<file path="config.mk">
export PLATFORM = sky130hd
export DESIGN_NAME = ping_pong_register_bank_unit
export DESIGN_NICKNAME = d
export VERILOG_FILES = /design/src/rtl/ppbank_pkg.sv /design/src/rtl/ping_pong_register_bank_unit.sv /design/src/rtl/ppbank_ctrl.sv /design/src/rtl/ppbank_datapath.sv
export SDC_FILE = /design/constraint.sdc
export NUM_CORES = 1
export LEC_CHECK = 0
export ABC_CLOCK_PERIOD_IN_PS = 3610
export BUFFER_PORTS_ARGS = -buffer_cell sky130_fd_sc_hd__buf_4
export CAP_MARGIN = 15
export CORE_ASPECT_RATIO = 0.9
export CORE_MARGIN = 2
export CORE_UTILIZATION = 40
export CTS_CLUSTER_SIZE = 40
export DETAILED_ROUTE_END_ITERATION = 6
export PLACE_DENSITY = 0.6
export SLEW_MARGIN = 20
export SYNTH_ARGS = -nofsm -noshare
export SYNTH_HDL_FRONTEND = slang
export SYNTH_HIERARCHICAL = 1
export SYNTH_SLANG_ARGS = --single-unit
</file>
<file path="constraint.sdc">
create_clock -name clk -period 3.61 [get_ports clk]
set_clock_uncertainty 0.05 [all_clocks]
set_input_delay 0.361 -clock clk [delete_from_list [all_inputs] [get_ports clk]]
set_output_delay 0.361 -clock clk [all_outputs]
set_load 0.02 [all_outputs]
</file>
<file path="src/rtl/ppbank_pkg.sv">
// Shared types, constants and action codes for the ping-pong register bank.
package ppbank_pkg;

  localparam int unsigned SINGLE_COUNT = 8;
  localparam int unsigned DOUBLE_COUNT = 8;

  localparam int unsigned DATA_W    = 32;
  localparam int unsigned IDX_W     = 4;
  localparam int unsigned ACTION_W  = 3;
  localparam int unsigned IDX_EXT_W = 8;

  localparam int unsigned SHARED_AW = (SINGLE_COUNT > 1) ? $clog2(SINGLE_COUNT) : 1;
  localparam int unsigned BANK_AW   = (DOUBLE_COUNT > 1) ? $clog2(DOUBLE_COUNT) : 1;

  localparam logic [IDX_EXT_W-1:0] SHARED_LIMIT = IDX_EXT_W'(SINGLE_COUNT);
  localparam logic [IDX_EXT_W-1:0] TOTAL_LIMIT  = IDX_EXT_W'(SINGLE_COUNT + DOUBLE_COUNT);

  localparam bit BOOT_ONE = (DOUBLE_COUNT != 0) && (SINGLE_COUNT >= 3);

  localparam logic [ACTION_W-1:0] ACT_CPU_WRITE  = 3'd0;
  localparam logic [ACTION_W-1:0] ACT_CPU_READ   = 3'd1;
  localparam logic [ACTION_W-1:0] ACT_ENG_WRITE  = 3'd2;
  localparam logic [ACTION_W-1:0] ACT_ENG_READ   = 3'd3;
  localparam logic [ACTION_W-1:0] ACT_CPU_ARM    = 3'd4;
  localparam logic [ACTION_W-1:0] ACT_ENG_RELEASE = 3'd5;

  typedef struct packed {
    logic [ACTION_W-1:0] action;
    logic [IDX_W-1:0]    index;
    logic [DATA_W-1:0]   write_data;
  } cmd_t;

  typedef struct packed {
    logic [DATA_W-1:0] read_data;
    logic              index_error;
    logic              config_bank;
    logic              source_bank;
    logic              source_enabled;
    logic              config_ready;
  } rsp_t;

  typedef struct packed {
    logic capture;
    logic execute;
  } ctrl_t;

endpackage

</file>
<file path="src/rtl/ping_pong_register_bank_unit.sv">
// Top level of the ping-pong register bank: controller plus datapath.
// A word is taken when start is high and busy is low; its result is on response
// with done high for one cycle, after the controller has gone through ST_EXEC,
// where the result is registered, to ST_RESP. No new word is taken until the
// result has been shown: busy stays high from acceptance through the result cycle.
// The receiver cannot stall the result. Synchronous reset clears the register
// file (shared entry one to one), pointers and enables, and sets ready.
module ping_pong_register_bank_unit (
  input  logic              clk,
  input  logic              rst,
  input  logic              start,
  input  ppbank_pkg::cmd_t  command,
  output logic              busy,
  output logic              done,
  output ppbank_pkg::rsp_t  response
);

  ppbank_pkg::ctrl_t ctrl;

  ppbank_ctrl u_ctrl (
    .clk   (clk),
    .rst   (rst),
    .start (start),
    .busy  (busy),
    .done  (done),
    .ctrl  (ctrl)
  );

  ppbank_datapath u_datapath (
    .clk      (clk),
    .rst      (rst),
    .ctrl     (ctrl),
    .command  (command),
    .response (response)
  );

endmodule

</file>
<file path="src/rtl/ppbank_ctrl.sv">
// Controller state machine that sequences one command word at a time.
module ppbank_ctrl (
  input  logic               clk,
  input  logic               rst,
  input  logic               start,
  output logic               busy,
  output logic               done,
  output ppbank_pkg::ctrl_t  ctrl
);

  typedef enum logic [2:0] {
    ST_IDLE = 3'b001,
    ST_EXEC = 3'b010,
    ST_RESP = 3'b100
  } state_t;

  state_t state;
  state_t state_next;

  always_comb begin
    state_next = state;
    case (state)
      ST_IDLE: begin
        if (start) begin
          state_next = ST_EXEC;
        end
      end
      ST_EXEC: state_next = ST_RESP;
      ST_RESP: state_next = ST_IDLE;
      default: state_next = ST_IDLE;
    endcase
  end

  always_ff @(posedge clk) begin
    if (rst) begin
      state <= ST_IDLE;
    end else begin
      state <= state_next;
    end
  end

  assign busy         = (state != ST_IDLE);
  assign done         = (state == ST_RESP);
  assign ctrl.capture = (state == ST_IDLE) && start;
  assign ctrl.execute = (state == ST_EXEC);

`ifndef SYNTH
  a_accept_then_exec: assert property (@(posedge clk) disable iff (rst)
    (start && !busy) |=> ctrl.execute)
    else $error("accepted word did not move to execution");

  a_exec_then_done: assert property (@(posedge clk) disable iff (rst)
    ctrl.execute |=> done)
    else $error("execution was not followed by a result strobe");

  a_done_single: assert property (@(posedge clk) disable iff (rst)
    done |=> !done)
    else $error("result strobe lasted more than one cycle");

  a_done_busy: assert property (@(posedge clk) disable iff (rst)
    done |-> (busy && !ctrl.capture))
    else $error("new word taken while a result was shown");
`endif

endmodule

</file>
<file path="src/rtl/ppbank_datapath.sv">
// Register file, bank pointers, enable flags and result register.
module ppbank_datapath (
  input  logic               clk,
  input  logic               rst,
  input  ppbank_pkg::ctrl_t  ctrl,
  input  ppbank_pkg::cmd_t   command,
  output ppbank_pkg::rsp_t   response
);

  ppbank_pkg::cmd_t cmd_q;

  logic [ppbank_pkg::DATA_W-1:0] shared_regs [ppbank_pkg::SINGLE_COUNT];
  logic [ppbank_pkg::DATA_W-1:0] bank_zero_regs [ppbank_pkg::DOUBLE_COUNT];
  logic [ppbank_pkg::DATA_W-1:0] bank_one_regs [ppbank_pkg::DOUBLE_COUNT];

  logic cfg_pointer;
  logic src_pointer;
  logic enable_zero;
  logic enable_one;
  logic ready_flag;

  logic cfg_pointer_next;
  logic src_pointer_next;
  logic enable_zero_next;
  logic enable_one_next;
  logic ready_flag_next;

  logic [ppbank_pkg::IDX_EXT_W-1:0] idx_ext;
  logic [ppbank_pkg::IDX_EXT_W-1:0] bank_off_ext;
  logic [ppbank_pkg::SHARED_AW-1:0] shared_sel;
  logic [ppbank_pkg::BANK_AW-1:0]   bank_sel;
  logic                             is_access;
  logic                             is_write;
  logic                             cpu_side;
  logic                             bank;
  logic                             in_shared;
  logic                             in_bank;
  logic                             wr_shared;
  logic                             wr_bank_zero;
  logic                             wr_bank_one;
  logic [ppbank_pkg::DATA_W-1:0]    read_value;
  ppbank_pkg::rsp_t                 rsp_next;

  always_ff @(posedge clk) begin
    if (ctrl.capture) begin
      cmd_q <= command;
    end
  end

  assign idx_ext      = ppbank_pkg::IDX_EXT_W'(cmd_q.index);
  assign bank_off_ext = idx_ext - ppbank_pkg::SHARED_LIMIT;
  assign shared_sel   = idx_ext[ppbank_pkg::SHARED_AW-1:0];
  assign bank_sel     = bank_off_ext[ppbank_pkg::BANK_AW-1:0];

  assign is_access = (cmd_q.action == ppbank_pkg::ACT_CPU_WRITE) ||
                     (cmd_q.action == ppbank_pkg::ACT_CPU_READ)  ||
                     (cmd_q.action == ppbank_pkg::ACT_ENG_WRITE) ||
                     (cmd_q.action == ppbank_pkg::ACT_ENG_READ);
  assign is_write  = (cmd_q.action == ppbank_pkg::ACT_CPU_WRITE) ||
                     (cmd_q.action == ppbank_pkg::ACT_ENG_WRITE);
  assign cpu_side  = (cmd_q.action == ppbank_pkg::ACT_CPU_WRITE) ||
                     (cmd_q.action == ppbank_pkg::ACT_CPU_READ);
  assign bank      = cpu_side ? cfg_pointer : src_pointer;
  assign in_shared = (idx_ext < ppbank_pkg::SHARED_LIMIT);
  assign in_bank   = !in_shared && (idx_ext < ppbank_pkg::TOTAL_LIMIT);

  assign wr_shared    = ctrl.execute && is_write && in_shared;
  assign wr_bank_zero = ctrl.execute && is_write && in_bank && !bank;
  assign wr_bank_one  = ctrl.execute && is_write && in_bank && bank;

  always_comb begin
    read_value = '0;
    if (is_access && !is_write) begin
      if (in_shared) begin
        read_value = shared_regs[shared_sel];
      end else if (in_bank) begin
        read_value = bank ? bank_one_regs[bank_sel] : bank_zero_regs[bank_sel];
      end
    end
  end

  always_comb begin
    cfg_pointer_next = cfg_pointer;
    src_pointer_next = src_pointer;
    enable_zero_next = enable_zero;
    enable_one_next  = enable_one;
    ready_flag_next  = ready_flag;
    case (cmd_q.action)
      ppbank_pkg::ACT_CPU_ARM: begin
        if (!cfg_pointer) begin
          enable_zero_next = 1'b1;
        end else begin
          enable_one_next = 1'b1;
        end
        if (enable_zero_next && enable_one_next) begin
          ready_flag_next = 1'b0;
        end
        cfg_pointer_next = !cfg_pointer;
      end
      ppbank_pkg::ACT_ENG_RELEASE: begin
        if (!src_pointer) begin
          enable_zero_next = 1'b0;
        end else begin
          enable_one_next = 1'b0;
        end
        ready_flag_next  = 1'b1;
        src_pointer_next = !src_pointer;
      end
      default: begin
      end
    endcase
  end

  always_comb begin
    rsp_next.read_data      = read_value;
    rsp_next.index_error    = is_access && !in_shared && !in_bank;
    rsp_next.config_bank    = cfg_pointer_next;
    rsp_next.source_bank    = src_pointer_next;
    rsp_next.source_enabled = src_pointer_next ? enable_one_next : enable_zero_next;
    rsp_next.config_ready   = ready_flag_next;
  end

  always_ff @(posedge clk) begin
    if (rst) begin
      cfg_pointer <= 1'b0;
      src_pointer <= 1'b0;
      enable_zero <= 1'b0;
      enable_one  <= 1'b0;
      ready_flag  <= 1'b1;
    end else if (ctrl.execute) begin
      cfg_pointer <= cfg_pointer_next;
      src_pointer <= src_pointer_next;
      enable_zero <= enable_zero_next;
      enable_one  <= enable_one_next;
      ready_flag  <= ready_flag_next;
    end
  end

  always_ff @(posedge clk) begin
    if (rst) begin
      for (int i = 0; i < ppbank_pkg::SINGLE_COUNT; i++) begin
        shared_regs[i] <= ppbank_pkg::DATA_W'((i == 1) && ppbank_pkg::BOOT_ONE);
      end
      for (int i = 0; i < ppbank_pkg::DOUBLE_COUNT; i++) begin
        bank_zero_regs[i] <= '0;
        bank_one_regs[i]  <= '0;
      end
    end else begin
      if (wr_shared) begin
        shared_regs[shared_sel] <= cmd_q.write_data;
      end
      if (wr_bank_zero) begin
        bank_zero_regs[bank_sel] <= cmd_q.write_data;
      end
      if (wr_bank_one) begin
        bank_one_regs[bank_sel] <= cmd_q.write_data;
      end
    end
  end

  always_ff @(posedge clk) begin
    if (ctrl.execute) begin
      response <= rsp_next;
    end
  end

`ifndef SYNTH
  a_not_ready_both_armed: assert property (@(posedge clk) disable iff (rst)
    !ready_flag |-> (enable_zero && enable_one))
    else $error("ready dropped while a bank is still free");

  a_state_holds_idle: assert property (@(posedge clk) disable iff (rst)
    !$past(ctrl.execute) |-> ($stable(cfg_pointer) && $stable(src_pointer) &&
                             $stable(ready_flag)))
    else $error("bank control changed outside execution");

  a_write_one_target: assert property (@(posedge clk) disable iff (rst)
    $countones({wr_shared, wr_bank_zero, wr_bank_one}) <= 1)
    else $error("a write word hit more than one register");
`endif

endmodule
</file>
## Word level (Yosys, flattened, before mapping)

Memories as Yosys holds them, arrays and structs flattened. A register that Yosys moved wholly into a read port is not among the register bits.
Cells that the tools add are included.

- Order comparisons: 2
- Muxes and demuxes: 40
- Add/sub/neg operators: 1
- Equal/unequal tests: 10
- Reduce and logical (&&, ||, !) cells: 25

Operators by type and width:

| cell | count |
|---|---|
| 32-bit 2-to-1 mux | 6 |
| 32-bit OR reduction | 3 |
| 1-bit 2-to-1 mux | 25 |
| 3-bit 2-to-1 mux | 5 |
| 1-bit logical AND | 11 |
| 3-bit by 2-bit equality test with 1-bit output (second input constant) | 3 |
| 3-bit equality test (second input constant) | 3 |
| 3-bit by 1-bit equality test with 1-bit output (second input constant) | 2 |
| 1-bit zero test | 6 |
| 1-bit case mux with 2 select lines | 3 |
| 3-bit case mux with 2 select lines | 1 |
| 4-bit by 5-bit < comparator with 1-bit output (second input constant) | 1 |
| 1-bit logical OR | 4 |
| 4-bit < comparator (second input constant) | 1 |
| 3-bit zero test | 1 |
| 3-bit by 1-bit inequality test with 1-bit output (second input constant) | 1 |
| 3-bit by 1-bit subtractor with 3-bit output (second input constant) | 1 |
| 2-bit inequality test (second input constant) | 1 |

- RAM bits: 768
- Bits of input ports: 42
- Flip-flop bits (word level): 84
- Memories kept: 3
- Word-level logic and storage cells: 96

Memories:

| memory | depth | bits a word | read ports | clocked after memory_dff | write ports | RTL line | RTL |
|---|---|---|---|---|---|---|---|
| u_datapath.bank_one_regs | 8 | 32 | 1 | 0 | 8 | ppbank_datapath.sv:14 | `logic [ppbank_pkg::DATA_W-1:0] bank_one_regs [ppbank_pkg::DOUBLE_COUNT];` |
| u_datapath.bank_zero_regs | 8 | 32 | 1 | 0 | 8 | ppbank_datapath.sv:13 | `logic [ppbank_pkg::DATA_W-1:0] bank_zero_regs [ppbank_pkg::DOUBLE_COUNT];` |
| u_datapath.shared_regs | 8 | 32 | 1 | 1 | 8 | ppbank_datapath.sv:12 | `logic [ppbank_pkg::DATA_W-1:0] shared_regs [ppbank_pkg::SINGLE_COUNT];` |

## Longest topological paths before layout

Gate-level depths: netlist of run 1.

- Word-level depth: 10
- Mapped depth: 8

## By module

Netlist of run 1, hierarchy kept.

Modules (own cells, without submodules):

| module | area an instance (µm²) | cells each | times used |
|---|---|---|---|
| ppbank_datapath | 37638.6 | 2291 | 1 |
| ppbank_ctrl | 140.1 | 15 | 1 |

## Worst setup path after synthesis of run 1

OpenSTA, ideal clock, no wires.

- Kind: register to register
- Start: register u_ctrl.state[0]
- End: memory u_datapath/shared_regs[6][0] (netlist bit) (enable)
- Arrival: 2.527 ns
- Stages on the path, launching flop included: 8
- Slack: 0.658 ns
- Clock period less this slack: 2.952 ns
- Setup time: 0.375 ns
- Required time: 3.185 ns
- Cells stage by stage: dfxtp_1 -> nand2b_1 -> nor2_1 -> buf_4 -> or4b_4 -> or3_4 -> nor2_4 -> or2_2

RTL lines:

| what | RTL line | RTL |
|---|---|---|
| from (decl) | ppbank_ctrl.sv:17 | `state_t state;` |
| from (signal assigned) | ppbank_ctrl.sv:38 | `state <= state_next;` |
| to (decl) | ppbank_datapath.sv:12 |  |

## Final worst setup path of run 1

- Start: register u_datapath/cmd_q[38] (netlist bit)
- End: register u_datapath/response[9] (netlist name)

- Longest elaborated chain between the ends: 6
- Elaborated cells between the ends (all ways): 14
- Classes of those cells: eq/ne: 3; mux: 4; reduce/logical: 7

RTL lines:

| what | RTL line | RTL |
|---|---|---|
| from (decl) | ppbank_datapath.sv:10 | `ppbank_pkg::cmd_t cmd_q;` |
| from (signal assigned) | ppbank_datapath.sv:46 | `cmd_q <= command;` |
| 3-bit by 1-bit equality test with 1-bit output or 3-bit zero test (tied branches) | - |  |
| 1-bit logical OR | ppbank_datapath.sv:55, ppbank_datapath.sv:61 |  |
| 1-bit 2-to-1 mux | ppbank_datapath.sv:63 | `assign bank = cpu_side ? cfg_pointer : src_pointer;` |
| 32-bit 2-to-1 mux | ppbank_datapath.sv:77 | `read_value = bank ? bank_one_regs[bank_sel] : bank_zero_regs[bank_sel];` |
| 32-bit 2-to-1 mux | ppbank_datapath.sv:76 | `end else if (in_bank) begin` |
| 32-bit 2-to-1 mux | ppbank_datapath.sv:74 | `if (in_shared) begin` |

Several ways; a longest one is shown, not always the timed one.
A chain may end at the register's enable or synchronous reset.

==> results of run 1 <==
final timing paths:
kind | startpoint | to | slack (ns) | cells after the start
setup reg to reg | u_datapath/cmd_q[38] | u_datapath/response[9] | 0.69 | 5
hold / removal | rst | u_datapath/src_pointer | 0.06 | 2
hold reg to reg | u_ctrl/state[0] | u_ctrl/state[1] | 0.45 | 2
setup / recovery | u_datapath/cmd_q[38] | u_datapath/response[9] | 0.69 | 5
routing by layer:
layer  GRT usage  part of all wire  up-vias
met5           0           0.00045        -
met4      0.0595             0.027        6
met3      0.0507             0.092      161
met2       0.339              0.46      952
met1       0.305              0.42    10800
li1            -                 -     8758
kinds of logic (layout without fill, tap and decap cells):
| logic type | Yosys count | after routing |
|---|---|---|
| AND/OR/NAND/NOR | 889 | 889 |
| AO/OA/AOI/OAI | 103 | 103 |
| other | 1 | 1 |
| flip-flops | 855 | 855 |
| buffers and inverters | 214 | 376 |
| XOR/XNOR | 3 | 3 |
| multiplexers | 241 | 241 |
power groups by stage:
stage	Clock (W)	Sequential, W	Combinational (W)
floorplan	0	0.0115	0.00117
global placement	0	0.0117	0.00175
detailed placement	0	0.0117	0.00176
CTS	0.00977	0.0115	0.00180
global route	0.0102	0.0116	0.00188
finish	0.00961	0.0115	0.00179
metrics by stage:
stage	instances	worst slack (ns)	utilization	area (um2)	hold WS, ns
final	3710	0.692	0.467	43500	0.0552
after global routing	3710	0.602	0.467	43500	0.0489
after global placement	3510	0.709	0.430	40100	0.435
after CTS	3710	0.736	0.467	43500	0.0292
after floorplan	2306	0.658	-	37800	0.388
after detailed placement	3510	0.753	0.430	40100	0.434
layout make-up:
| class | count | area [um2] |
|---|---|---|
| clock inverters | 48 | 604 |
| clock buffers | 112 | 2440 |
| inverters | 4 | 15.0 |
| multi-input cells | 1237 | 11300 |
| repair buffers | 212 | 2070 |
| well taps | 1242 | 1550 |
| flip-flops and latches | 855 | 25600 |
| fillers | 7840 | 49700 |
synthesized netlist by cell type, drive strengths merged:
cell type | count | area [um2]
xnor2 | 1 | 8.76
or4b | 1 | 13.8
mux2i | 1 | 10.0
a211oi | 1 | 7.51
a21bo | 1 | 10.0
and2 | 767 | 4800
o21ai | 26 | 130
nor4 | 1 | 6.26
conb | 1 | 3.75
nand4 | 1 | 6.26
a21oi | 4 | 20.0
nor2 | 34 | 229
edfxtp | 844 | 25300
o22ai | 50 | 313
nand3 | 1 | 5.00
nor2b | 1 | 6.26
clkbuf | 143 | 556
nand2b | 6 | 37.5
nor3 | 32 | 205
xor2 | 2 | 17.5
dfxtp | 11 | 220
o211ai | 1 | 7.51
and3b | 1 | 8.76
nand4b | 1 | 8.76
o221ai | 14 | 123
nor4b | 1 | 15.0
mux2 | 48 | 541
a311oi | 1 | 8.76
a211o | 3 | 43.8
a21o | 1 | 7.51
or3 | 2 | 17.5
or2 | 25 | 156
or3b | 2 | 20.0
nand3b | 3 | 22.5
mux4 | 192 | 4320
nand2 | 8 | 30.0
buf | 67 | 454
a2bb2oi | 1 | 8.76
nor3b | 1 | 7.51
inv | 4 | 15.0
nand4bb | 1 | 11.3
flip-flops by register name, indices dropped and copies added (netlist names), named ones only:
name                       cells
u_datapath/enable_one          1
u_datapath/response           37
u_datapath/enable_zero         1
u_datapath/cmd_q              39
u_ctrl/state                   3
u_datapath/bank_zero_regs    256
u_datapath/cfg_pointer         1
u_datapath/src_pointer         1
u_datapath/ready_flag          1
u_datapath/bank_one_regs     256
u_datapath/shared_regs       256
what timing repair did:
| action | CTS | global route |
|---|---|---|
| endpoints found under the setup margin | 0 | 0 |
| hold buffers | 40 | 0 |
| hold endpoints to repair | 44 | 0 |
==> reports/results.ini, run 1 <==
[outcome]
status=finished clean

[power]
irDropWorstVdd_mv=0.407
p_leak_nw=15.6
total_power_w=0.0229
seq_power_share=0.503
power_density_nw_per_um2=527
switching_share=0.226
comb_power_share=0.078
power_frac_clock=0.419
intPower_w=0.0178
net-switching-power_w=0.00518

[timing]
maxSlewHeadroom=0.377
setup_tns_ns=0
fmax_mhz=343
worstMarginPinSlew_ns=0.935
period_share=0.808
period_minus_slack_ns=2.92
drv_slew=0
setup_viol=0
hold_viol=0
rsz0062_at_grt=no

[place]
gp_congestion=0.787
dp.final_hpwl_um=61600
port_buffers=80

[clock_network]
numCtsBuffers=90
cts.clk_slew.worst_paths_ns=0.06
h-tree-depth=3
cts_tree=built
clock-sinks=855
cts_root_buf=clkbuf_16
post_cts.repair.setup_buffers=0
worstSkewPairLatency_ns=0.66
clk_path_buf_depth=3
cts_resized=0

[synthesis]
yosys.area_share.simple=0.148
yosysWarnings=6
synth.cell_area_um2=37800
ys_types=53
syn_nets=2348
muxShareOfSynthArea=0.129
syn_avg_cell_area_um2=16.4
synth_compound_area_frac=0.0180
syn_inst=2306
synth_top_family_by_area=simple AND/OR/NAND/NOR gates
synth_xor_area_frac=0.000696
synth-seq-cells=855
synthAdderAreaFrac=0
seq_area_frac_synth=0.677

[routing]
ant_nets=0
routed_wl_um=104000
dr.pass1.iters=5
drc=0
wl_per_cell_um=28.0
vias_per_cell=5.58
vias=20700
drt_iter0_markers=2506

[global_route]
grt_usage=0.217
grt_overflow=0
grt_max_degree=53
antenna_found_initial=10
grt_pass1_vias=21300
grt_pass1_wl_um=151000

[worst_setup_path]
critical_path.top_delay_family=compound AO/OA/AOI/OAI gates
critPathKind=flop to flop
cp.required_ns=3.93
worstPathMaxFanout=15
crit_path_cell_trace=o211ai_1 > a21o_1 > buf_12 > o22ai_1 > nor3_1
cp_slowest_cell=a21o_1
timing.critical_path.to_type=flop
start_kind=flop
worstPathArrival_ns=3.23
cp_num_buf_inv=1
slowest_delay_ns=0.63

[floorplan]
io_pins=81
die_w_um=328
core_um2=93200
rows=106
die_height_um=296
start_util=0.405
dieArea_um2=96900

[flow_run]
maxCapViolations=0

[layout]
drive_gt1_frac=0.245
diodes=0
nets=2442
syn2layout_area_growth_pct=15.2
final_common_cell=edfxtp_1
most-common-layout-cells=edfxtp_1 (844), and2_1 (767), mux4_2 (192)

[min_path]
worstHoldPathType=input pin to flop

Power figures use the tool's default switching activity.
==> run 2, diff against run 1 <==
- ABC_CLOCK_PERIOD_IN_PS: 3610 -> 2800
- clock period: 3.61 -> 2.8 ns (I/O delays scaled with it)
==> run 2 against run 1 <==
Worst hold slack gained 0.24 ns. Via count shrank 1.5%. Total power is 30% higher. Sequential power increased by 29%. Global-route usage is 0.98 points lower. Largest cell class unchanged.
==> reports/results.ini, run 2 (same netlist as run 1, synthesis figures left out) <==
[routing]
vias_per_cell=5.39  ; -3.3%
ant_nets=0  ; unchanged
vias=20400  ; -1.5%
drt_iter0_markers=1751  ; -30%
drc=0  ; unchanged
dr.pass1.iters=4  ; -1
routed_wl_um=99600  ; -3.9%
wl_per_cell_um=26.4  ; -5.7%

[worst_setup_path]
rrSetupSlack_ns=0.14  ; -0.56 ns
crit_path_cell_trace=nand2b_1 > nor2_4 > or4b_4 > or3_4 > nor2_4 > buf_4 > and2_1
timing.rr.start=u_ctrl/state[0]
cp_slowest_cell=or4b_4
slowest_delay_ns=0.52  ; -0.11 ns
crit_top_cell=nor2_4
start_kind=flop
reg2reg_to=u_datapath/shared_regs[3][18]
worstPathMaxFanout=32  ; +17
r2r_cells=7  ; +2
timing.critical_path.to_type=flop
cp.required_ns=3.25  ; -0.68 ns
critPathKind=flop to flop
worstPathArrival_ns=3.11  ; -0.12 ns

[flow_run]
maxCapViolations=0  ; unchanged

[power]
seq_power_share=0.498  ; -0.005
irDropWorstVdd_mv=0.465  ; +14%
power_frac_clock=0.421  ; +0.002
intPower_w=0.0232  ; +31%
comb_power_share=0.082  ; +0.004
p_leak_nw=16.0  ; +2.3%
power_density_nw_per_um2=675  ; +28%
net-switching-power_w=0.00659  ; +27%
switching_share=0.221  ; -0.00479

[outcome]
status=finished clean

[timing]
post-route-worst-setup-slack_ns=0.135  ; -0.556 ns
fmax_mhz=375  ; +9.5%
rsz0062_at_grt=no
period_share=0.952  ; +0.143
hold_viol=0  ; unchanged
worstMarginPinSlew_ns=1.08  ; +0.149 ns
maxSlewHeadroom=0.278  ; -0.0991
setup_viol=0  ; unchanged
drv_slew=0  ; unchanged
setup_tns_ns=0  ; unchanged
period_minus_slack_ns=2.66  ; -0.254 ns

[place]
gp_congestion=0.806  ; +2.5%
port_buffers=80  ; unchanged
pre_cts_slack_ns=0.0418  ; -0.711 ns
dp.final_hpwl_um=63400  ; +2.8%

[layout]
final_common_cell=edfxtp_1
nets=2503  ; +2.5%
most-common-layout-cells=edfxtp_1 (844), and2_1 (767), mux4_2 (192)
num-fill-cells=7779  ; -0.78%
drive_gt1_frac=0.263  ; +0.0176
reg.largest.list=u_datapath/bank_one_regs x256, u_datapath/bank_zero_regs x256, u_datapath/shared_regs x256
syn2layout_area_growth_pct=17.0
fin_util=0.474  ; +0.00718

[global_route]
grt_usage=0.207  ; -0.00983
grt_pass1_wl_um=146000  ; -3.5%
grt_overflow=0  ; unchanged
grt_pass1_vias=21200  ; -0.70%
antenna_found_initial=10  ; unchanged
grt_max_degree=36  ; -32%

[clock_network]
cts_root_buf=clkbuf_16
clock-sinks=855  ; unchanged
cts_tree=built
cts.clk_slew.worst_paths_ns=0.06  ; about the same
worstSkewPairLatency_ns=0.64  ; -0.02 ns
h-tree-depth=3  ; unchanged
clk_path_buf_depth=3  ; unchanged
numCtsBuffers=90  ; unchanged

[min_path]
hp-start=command[17]
hold_depth=2  ; unchanged
min_to=u_datapath/cmd_q[17]
worstHoldPathType=input pin to flop

[floorplan]
dieArea_um2=96900  ; unchanged
start_util=0.405  ; unchanged
core_um2=93200  ; unchanged
io_pins=81  ; unchanged
die_height_um=296  ; unchanged
rows=106  ; unchanged
die_w_um=328  ; unchanged

## run 2: cell types whose count changed in the layout (fill, tap and decap cells not counted), sizes merged
| cell | delta |
|---|---|
| bufinv | +3 |
| diode | +2 |
| dlygate4sd3 | +1 |
| clkinvlp | +1 |
| clkbuf | -1 |
| inv | -2 |
| clkinv | +5 |
| or2 | +3 |
| buf | +57 |
## run 2: how the worst max path moves through the flow
stage	from	endpoint	cells after the start
detailed placement	u_ctrl/state[0]	u_datapath/shared_regs[3][29]	6
finish	u_ctrl/state[0]	u_datapath/shared_regs[3][18]	7
global placement	u_ctrl/state[0]	u_datapath/shared_regs[3][24]	6
global route	u_ctrl/state[1]	u_datapath/shared_regs[3][18]	7
CTS	u_ctrl/state[0]	u_datapath/shared_regs[3][21]	6
floorplan	u_ctrl/state[0]	u_datapath/shared_regs[6][0]	7
## run 2: final cells by class
class	count	area, um2	share of cell area
Antenna cell	2	5.00	0.000113
Clock buffer	111	2440	0.0551
Clock inverter	55	673	0.0152
Inverter	4	15.0	0.000340
Multi-Input combinational cell	1240	11300	0.257
Sequential cell	855	25600	0.579
Tap cell	1242	1550	0.0352
Timing Repair Buffer	270	2610	0.0589
## run 2: what timing repair did
action	CTS	global route
gates resized for setup	0	4
buffers inserted	0	0
hold endpoints to repair	50	0
hold buffers	41	0
endpoints found under the setup margin	0	161
## run 2: per-layer routing
| metal | wire, um | part of all wire | up-vias | track usage |
|---|---|---|---|---|
| met5 | 0 | 0 | - | 0 |
| met2 | 48300 | 0.49 | 726 | 0.338 |
| met3 | 6770 | 0.068 | 129 | 0.0295 |
| li1 | - | - | 8870 | - |
| met4 | 2350 | 0.024 | 0 | 0.0599 |
| met1 | 42200 | 0.42 | 10700 | 0.291 |
## run 2: per-stage QoR
| stage | area, um2 | total power [W] | hold slack (ns) | instances |
|---|---|---|---|---|
| final | 44200 | 0.0298 | 0.297 | 3779 |
| after global routing | 44200 | 0.0308 | 0.283 | 3777 |
| after CTS | 44200 | 0.0301 | 0.260 | 3774 |
| after detailed placement | 40600 | 0.0175 | 0.409 | 3567 |
| after global placement | 40600 | 0.0175 | 0.409 | 3567 |
| after floorplan | 37800 | 0.0164 | 0.307 | 2306 |
## run 2: worst max-delay path, delay by kind of cell (launching register included)
kind,cells,cell delay [ns]
and+or+nand+nor,6,1.73
buffers and inverters,1,0.39
DFF,1,0.34
## run 2: power by group through the flow
stage | sequential, W | combinational, W | clock (W)
floorplan | 0.0148 | 0.00152 | 0
finish | 0.0148 | 0.00243 | 0.0126
global placement | 0.0151 | 0.00239 | 0
global route | 0.0149 | 0.00256 | 0.0133
detailed placement | 0.0151 | 0.00240 | 0
CTS | 0.0149 | 0.00245 | 0.0128
